**config.mk**
```make
export PLATFORM = sky130hd
export DESIGN_NAME = vgrt_front
export DESIGN_NICKNAME = d
export VERILOG_FILES = /design/src/rtl/core/assert_macros.svh /design/src/rtl/core/vgrt_pkg.sv /design/src/rtl/core/vgrt_front.sv
export SDC_FILE = /design/constraint.sdc
export NUM_CORES = 1
export LEC_CHECK = 0
export BUFFER_PORTS_ARGS = -buffer_cell sky130_fd_sc_hd__buf_4
export CAP_MARGIN = 10
export CORE_MARGIN = 3
export CORE_UTILIZATION = 47
export DETAILED_ROUTE_END_ITERATION = 8
export PLACE_DENSITY = 0.75
export RECOVER_POWER = 100
export REMOVE_ABC_BUFFERS = 1
export SYNTH_ARGS = -nofsm -noshare
export SYNTH_HDL_FRONTEND = slang
export SYNTH_SLANG_ARGS = --single-unit
```
**constraint.sdc**
```tcl
create_clock -name i_clk -period 4.9 [get_ports i_clk]
set_clock_uncertainty 0.15 [all_clocks]
set_input_delay 1.47 -clock i_clk [delete_from_list [all_inputs] [get_ports i_clk]]
set_output_delay 1.47 -clock i_clk [all_outputs]
set_load 0.005 [all_outputs]
```
**src/rtl/core/assert_macros.svh**
```systemverilog
// assertion macros used by the core top level rtl
// no dependencies
`ifndef ASSERT_MACROS_SVH
`define ASSERT_MACROS_SVH
// implication checked at every rising clock edge outside reset
`define ASSERT_IMPL(label, clk, rst_n, ante, cons) \
    label: assert property (@(posedge clk) disable iff (!rst_n) (ante) |-> (cons)) \
        else $error("assertion failed");
// next-cycle implication
`define ASSERT_NEXT(label, clk, rst_n, ante, cons) \
    label: assert property (@(posedge clk) disable iff (!rst_n) (ante) |=> (cons)) \
        else $error("assertion failed");
`endif

```
**src/rtl/core/vgrt_pkg.sv**
```systemverilog
// shared types and constants for the voxel grid ray traversal core
// no dependencies
package vgrt_pkg;
    localparam int GRID_BITS_DEF = 4;
    localparam logic [15:0] MAX_DIST_RST = 16'd16384;
    localparam logic [15:0] DELTA_MAX = 16'hFFFF;
    localparam logic CMD_WRITE = 1'b0;
    localparam logic CMD_CAST = 1'b1;

    typedef enum logic [2:0] {
        S_IDLE, S_DIV, S_SETUP, S_READ, S_TEST, S_OUT
    } t_state;

    // queued item between front and back
    typedef struct packed {
        logic        cmd;
        logic [5:0]  vx;
        logic [5:0]  vy;
        logic [5:0]  vz;
        logic        solid;
        logic [15:0] ox;
        logic [15:0] oy;
        logic [15:0] oz;
        logic [15:0] dx;
        logic [15:0] dy;
        logic [15:0] dz;
    } t_item;
endpackage

```
**src/rtl/core/vgrt_front.sv**
```systemverilog
// front: accepts input beats and queues them as items
// depends on vgrt_pkg
module vgrt_front #(
    parameter int DEPTH = 2
) (
    input  logic           i_clk,
    input  logic           i_rst_n,
    input  logic           i_valid,
    output logic           o_ready,
    input  vgrt_pkg::t_item i_item,
    output logic           o_valid,
    input  logic           i_pop,
    output vgrt_pkg::t_item o_item
);
    localparam int AW = (DEPTH > 1) ? $clog2(DEPTH) : 1;
    vgrt_pkg::t_item r_q [DEPTH];
    logic [AW-1:0] r_wp, r_rp;
    logic [AW:0]   r_cnt;
    logic push, pop;

    assign o_ready = (r_cnt != (AW+1)'(DEPTH));
    assign o_valid = (r_cnt != '0);
    assign push = i_valid && o_ready;
    assign pop = i_pop && o_valid;
    assign o_item = r_q[r_rp];

    always_ff @(posedge i_clk) begin
        if (!i_rst_n) begin
            r_wp <= '0;
            r_rp <= '0;
            r_cnt <= '0;
        end else begin
            if (push) begin
                r_wp <= (r_wp == AW'(DEPTH-1)) ? '0 : r_wp + 1'b1;
            end
            if (pop) begin
                r_rp <= (r_rp == AW'(DEPTH-1)) ? '0 : r_rp + 1'b1;
            end
            r_cnt <= r_cnt + (AW+1)'(push) - (AW+1)'(pop);
        end
    end
    always_ff @(posedge i_clk) begin
        if (push) begin
            r_q[r_wp] <= i_item;
        end
    end
endmodule

```
-- After elaboration in Yosys (flattened, before gate mapping)
Memory sizes are Yosys's and may differ from the RTL's. A register that Yosys moved wholly into a read port is not among the register bits.
Index checks and enable logic that the tools add are counted.
- memories: 1
- input bits: 120
- output and inout port bits: 118
- memory bits (writable): 232
- word-level logic and storage cells: 18
- bits in registers: 4
- add/sub/neg operators: 4
- eq/ne operators: 1
- muxes and demuxes: 6
- reductions and logical operators: 3
- memories (name ; depth ; width ; read ports ; clocked after memory_dff ; write ports ; line ; source):
    r_q ; 2 ; 116 ; 1 ; 1 ; 1 ; vgrt_front.sv:16 ; vgrt_pkg::t_item r_q [DEPTH];
- operators by type and width (operator ; number):
    2-to-1 mux 1 bit ; 6
    adder 1 bit, second input constant ; 2
    adder 2 x 1 -> 2 bit ; 1
    logical AND 1 bit ; 2
    != test 2 bit, second input constant ; 1
    nonzero test 2 bit ; 1
    subtractor 2 x 1 -> 2 bit ; 1

-- Depth between registers and ports, before layout
- depth after elaboration: 4
- mapped depth: 6
- gate-level depth less buffers: 6

-- Worst setup path before layout
No wires, ideal clock.
- path type: in2reg
- start point: in i_valid
- end point: mem r_q[1][0] (netlist name) (enable)
- arrival time: 4196 ps
- library setup time: 489 ps
- setup slack: 65 ps
- required time: 4261 ps
- buffers on the path: 0
- cell stages on the path: 1
- cell sequence: and3_1
- word-level cells in the longest chain between the ends: 3
- ends and longest elaborated chain (element ; line ; source):
    start, declared ; vgrt_front.sv:8 ; input logic i_valid,
    logical AND 1 bit ; vgrt_front.sv:23 ; assign push = i_valid && o_ready;
    2-to-1 mux 1 bit ; vgrt_front.sv:43 ; if (push) begin
    2-to-1 mux 1 bit (implied by the code) ; vgrt_front.sv:44 ; r_q[r_wp] <= i_item;
    end, declared ; vgrt_front.sv:16 ;
No other way between the ends.

-- Worst setup path after layout
- start point: in i_valid
- end point: mem r_q[0][113] (netlist name) (enable)
Same word-level chain as after synthesis.

==> results.yml <==
outcome:
  status: "complete, but fails checks"
  failed_checks: "capacitance limit, slew limit"
sta:
  finalSetupTns_ns: 0
  rsz0062_at_grt: "false"
  slew_viol_final: 74
  hold_viol_final: 0
  max_freq_mhz: 249
  worstMarginPinSlew_ns: 1.92
  setup-violations-final: 0
  slew_headroom_pct: -27.8
  fin_crit_sh_pct: 82.1
  final.setup.worst_slack_ns: 0.877
  holdWs_ns: 0.466
  period_minus_slack_ns: 4.02
worst_setup_path:
  cp-end-kind: "flop"
  r2r-start: "r_cnt[0]"
  crit_arrival_ns: 3.96
  timing.critical_path.from: "i_valid"
  critPathRequiredTime_ns: 4.84
  crit_end: "r_q[0][113]"
  path_max_fanout: 73
  critPathKind: "primary input to flop"
  r2r-end: "r_q[0][113]"
  reg2regPathDepth: 4
  r2r_slack_ns: 1.45
  start_kind: "primary input"
logic_synthesis:
  seq_area_frac_synth_pct: 80.4
  synth_area_leaders: "edfxtp_1 79%, mux2_2 9.7%, mux2_4 6.8%"
  syn_area_um2: 8790
  yosys.area.top_type: "edfxtp_1"
  ys.flop_type: "edfxtp_1"
  synthArstFlopShare_pct: 0
  synth-seq-cells: 237
  synth_edf_count: 232
  syn_avg_cell_area_um2: 22.5
  synth_cell_types: 24
  yosysTopAreaCellShare_pct: 79.3
  ys_warn_count: 0
  netlist_instances: 390
global_route:
  grt_max_degree: 74
  antenna_found_initial: 0
  grt_first_pass_wirelength_um: 25100
  gr-total-overflow: 0
  grt_usage_pct: 15.5
  grt_pass1_vias: 4762
routing:
  wl_per_cell_um: 18.9
  highest-signal-layer: "met4"
  drc: 0
  met2WireLength_um: 8410
  wl_met1_um: 6670
  wl_um: 16900
  dr.first_iter.drc_count: 191
  num_vias: 4496
  drt_first_pass_iters: 4
  wl_met3_um: 1420
  detail-route-antenna-nets: 0
  vias_per_cell: 5.03
clock_network:
  cts_tree: "built"
  cts_resized: 0
  cts_buffers: 25
  h-tree-depth: 1
  cts.clk_slew.worst_paths_ns: 0.05
  cts_buffer_depth: 3
  post_cts_buffers: 0
  cts_sinks: 237
  cts_hold_buf: 0
  ctsRootBufferMaster: "clkbuf_16"
  clkLatencyLatePin_ns: 0.50
layout:
  antenna_cells: 0
  utilization_pct: 61.9
  area_growth_pct: 27.8
  final_cell_area_um2: 11200
  drive_gt1_share_pct: 46.5
  final_cells: 893
  nets: 768
placement:
  place_ws_ns: 1.62
  dp_cells: 849
  gp_congestion: 0.787
  io_buffers: 237
  dpl.hpwl_um: 11200
  postPlaceCellArea_um2: 10800
power_and_ir_drop:
  power_leakage_nw: 4.06
  peakVddDrop_v: 0.000277
  total_power_mw: 5.26
  power.density_nw_per_um2: 468
hold_path:
  hold_class: "flop to flop"
  min_from: "r_rp"
die:
  num_rows: 49
  dieWidth_um: 143
  initial_core_util_pct: 48.4
  fp.dieH_um: 143
  coreArea_um2: 18100
  ios: 238
  dieArea_um2: 20400
job:
  drv_cap: 1
-- per-layer routing --
layer / global-route usage (%) / up-vias
met5: 0 / -
met4: 4.55 / 0
met3: 4.62 / 34
met2: 26.6 / 169
met1: 19.2 / 2220
li1: - / 2073
-- critical path, cell delays in order --
cell and delay [ns]:
clkbuf_1 0.24, nand3b_1 0.19, inv_4 0.47, clkbuf_2 1.48
-- cells by family (layout without fill, tap and decap cells) --
| kind of cell | after synthesis | count (layout) | share of synthesized area, % |
|---|---|---|---|
| flip-flops | 237 | 237 | 80.4 |
| multiplexers | 117 | 117 | 16.7 |
| buffers and inverters | 14 | 288 | 1.21 |
| AND/OR/NAND/NOR | 13 | 13 | 0.840 |
| AO/OA/AOI/OAI | 7 | 7 | 0.612 |
| adder cells (fa/ha/maj) | 1 | 1 | 0.142 |
| XOR/XNOR | 1 | 1 | 0.0997 |
-- power breakdown --
part           switching (mW)  total [mW]  internal [mW]
clock network           0.709        1.69          0.985
registers              0.0766        2.55           2.47
logic                   0.456        1.01          0.558
total                    1.24        5.26           4.02
-- cell usage after synthesis (all sizes together), types with 2 or more instances --
| master | number |
|---|---|
| a21bo | 2 |
| dfxtp | 5 |
| o21ai | 2 |
| nand2b | 2 |
| edfxtp | 232 |
| nor2 | 2 |
| and2 | 3 |
| mux2 | 116 |
| buf | 13 |
-- worst min path at each step --
stage,to,cells after the start
CTS,flop,2
detailed placement,flop,2
global route,flop,2
floorplan,r_wp,2
finish,flop,2
global placement,r_rp,2
-- sequential cells by signal (all words and copies together) (netlist names), named ones only --
| signal | flops |
|---|---|
| r_cnt | 2 |
| r_q | 232 |
| r_rp | 1 |
| r_wp | 1 |
-- cell usage in the layout (no fill, tap or decap) --
master	n
edfxtp_1	232
clkbuf_4	147
mux2_2	72
clkbuf_1	53
buf_4	46
mux2_1	41
clkbuf_16	25
clkinv_1	6
clkinv_2	5
dfxtp_1	4
mux2_4	3
and2_0	3
nand2b_1	2
o21ai_0	2
nor2_1	2
a21bo_2	2
clkbuf_2	2
or2_2	1
nor2b_1	1
a211oi_1	1
nand3_1	1
nand3b_1	1
inv_4	1
xnor2_1	1
and3_4	1
a21boi_0	1
nand2_1	1
a32oi_1	1
mux2i_1	1
ha_1	1
dfxtp_4	1
inv_6	1
bufinv_16	1
buf_12	1
-- area by class of cell --
type / count / area (um2)
flip-flops and latches: 237 / 7070
fillers: 1368 / 6910
repair buffers: 243 / 1660
multi-input cells: 139 / 1480
clock buffers: 31 / 648
well taps: 229 / 287
clock inverters: 13 / 86.3
inverters: 1 / 6.26
Power figures use the tool's default switching activity.
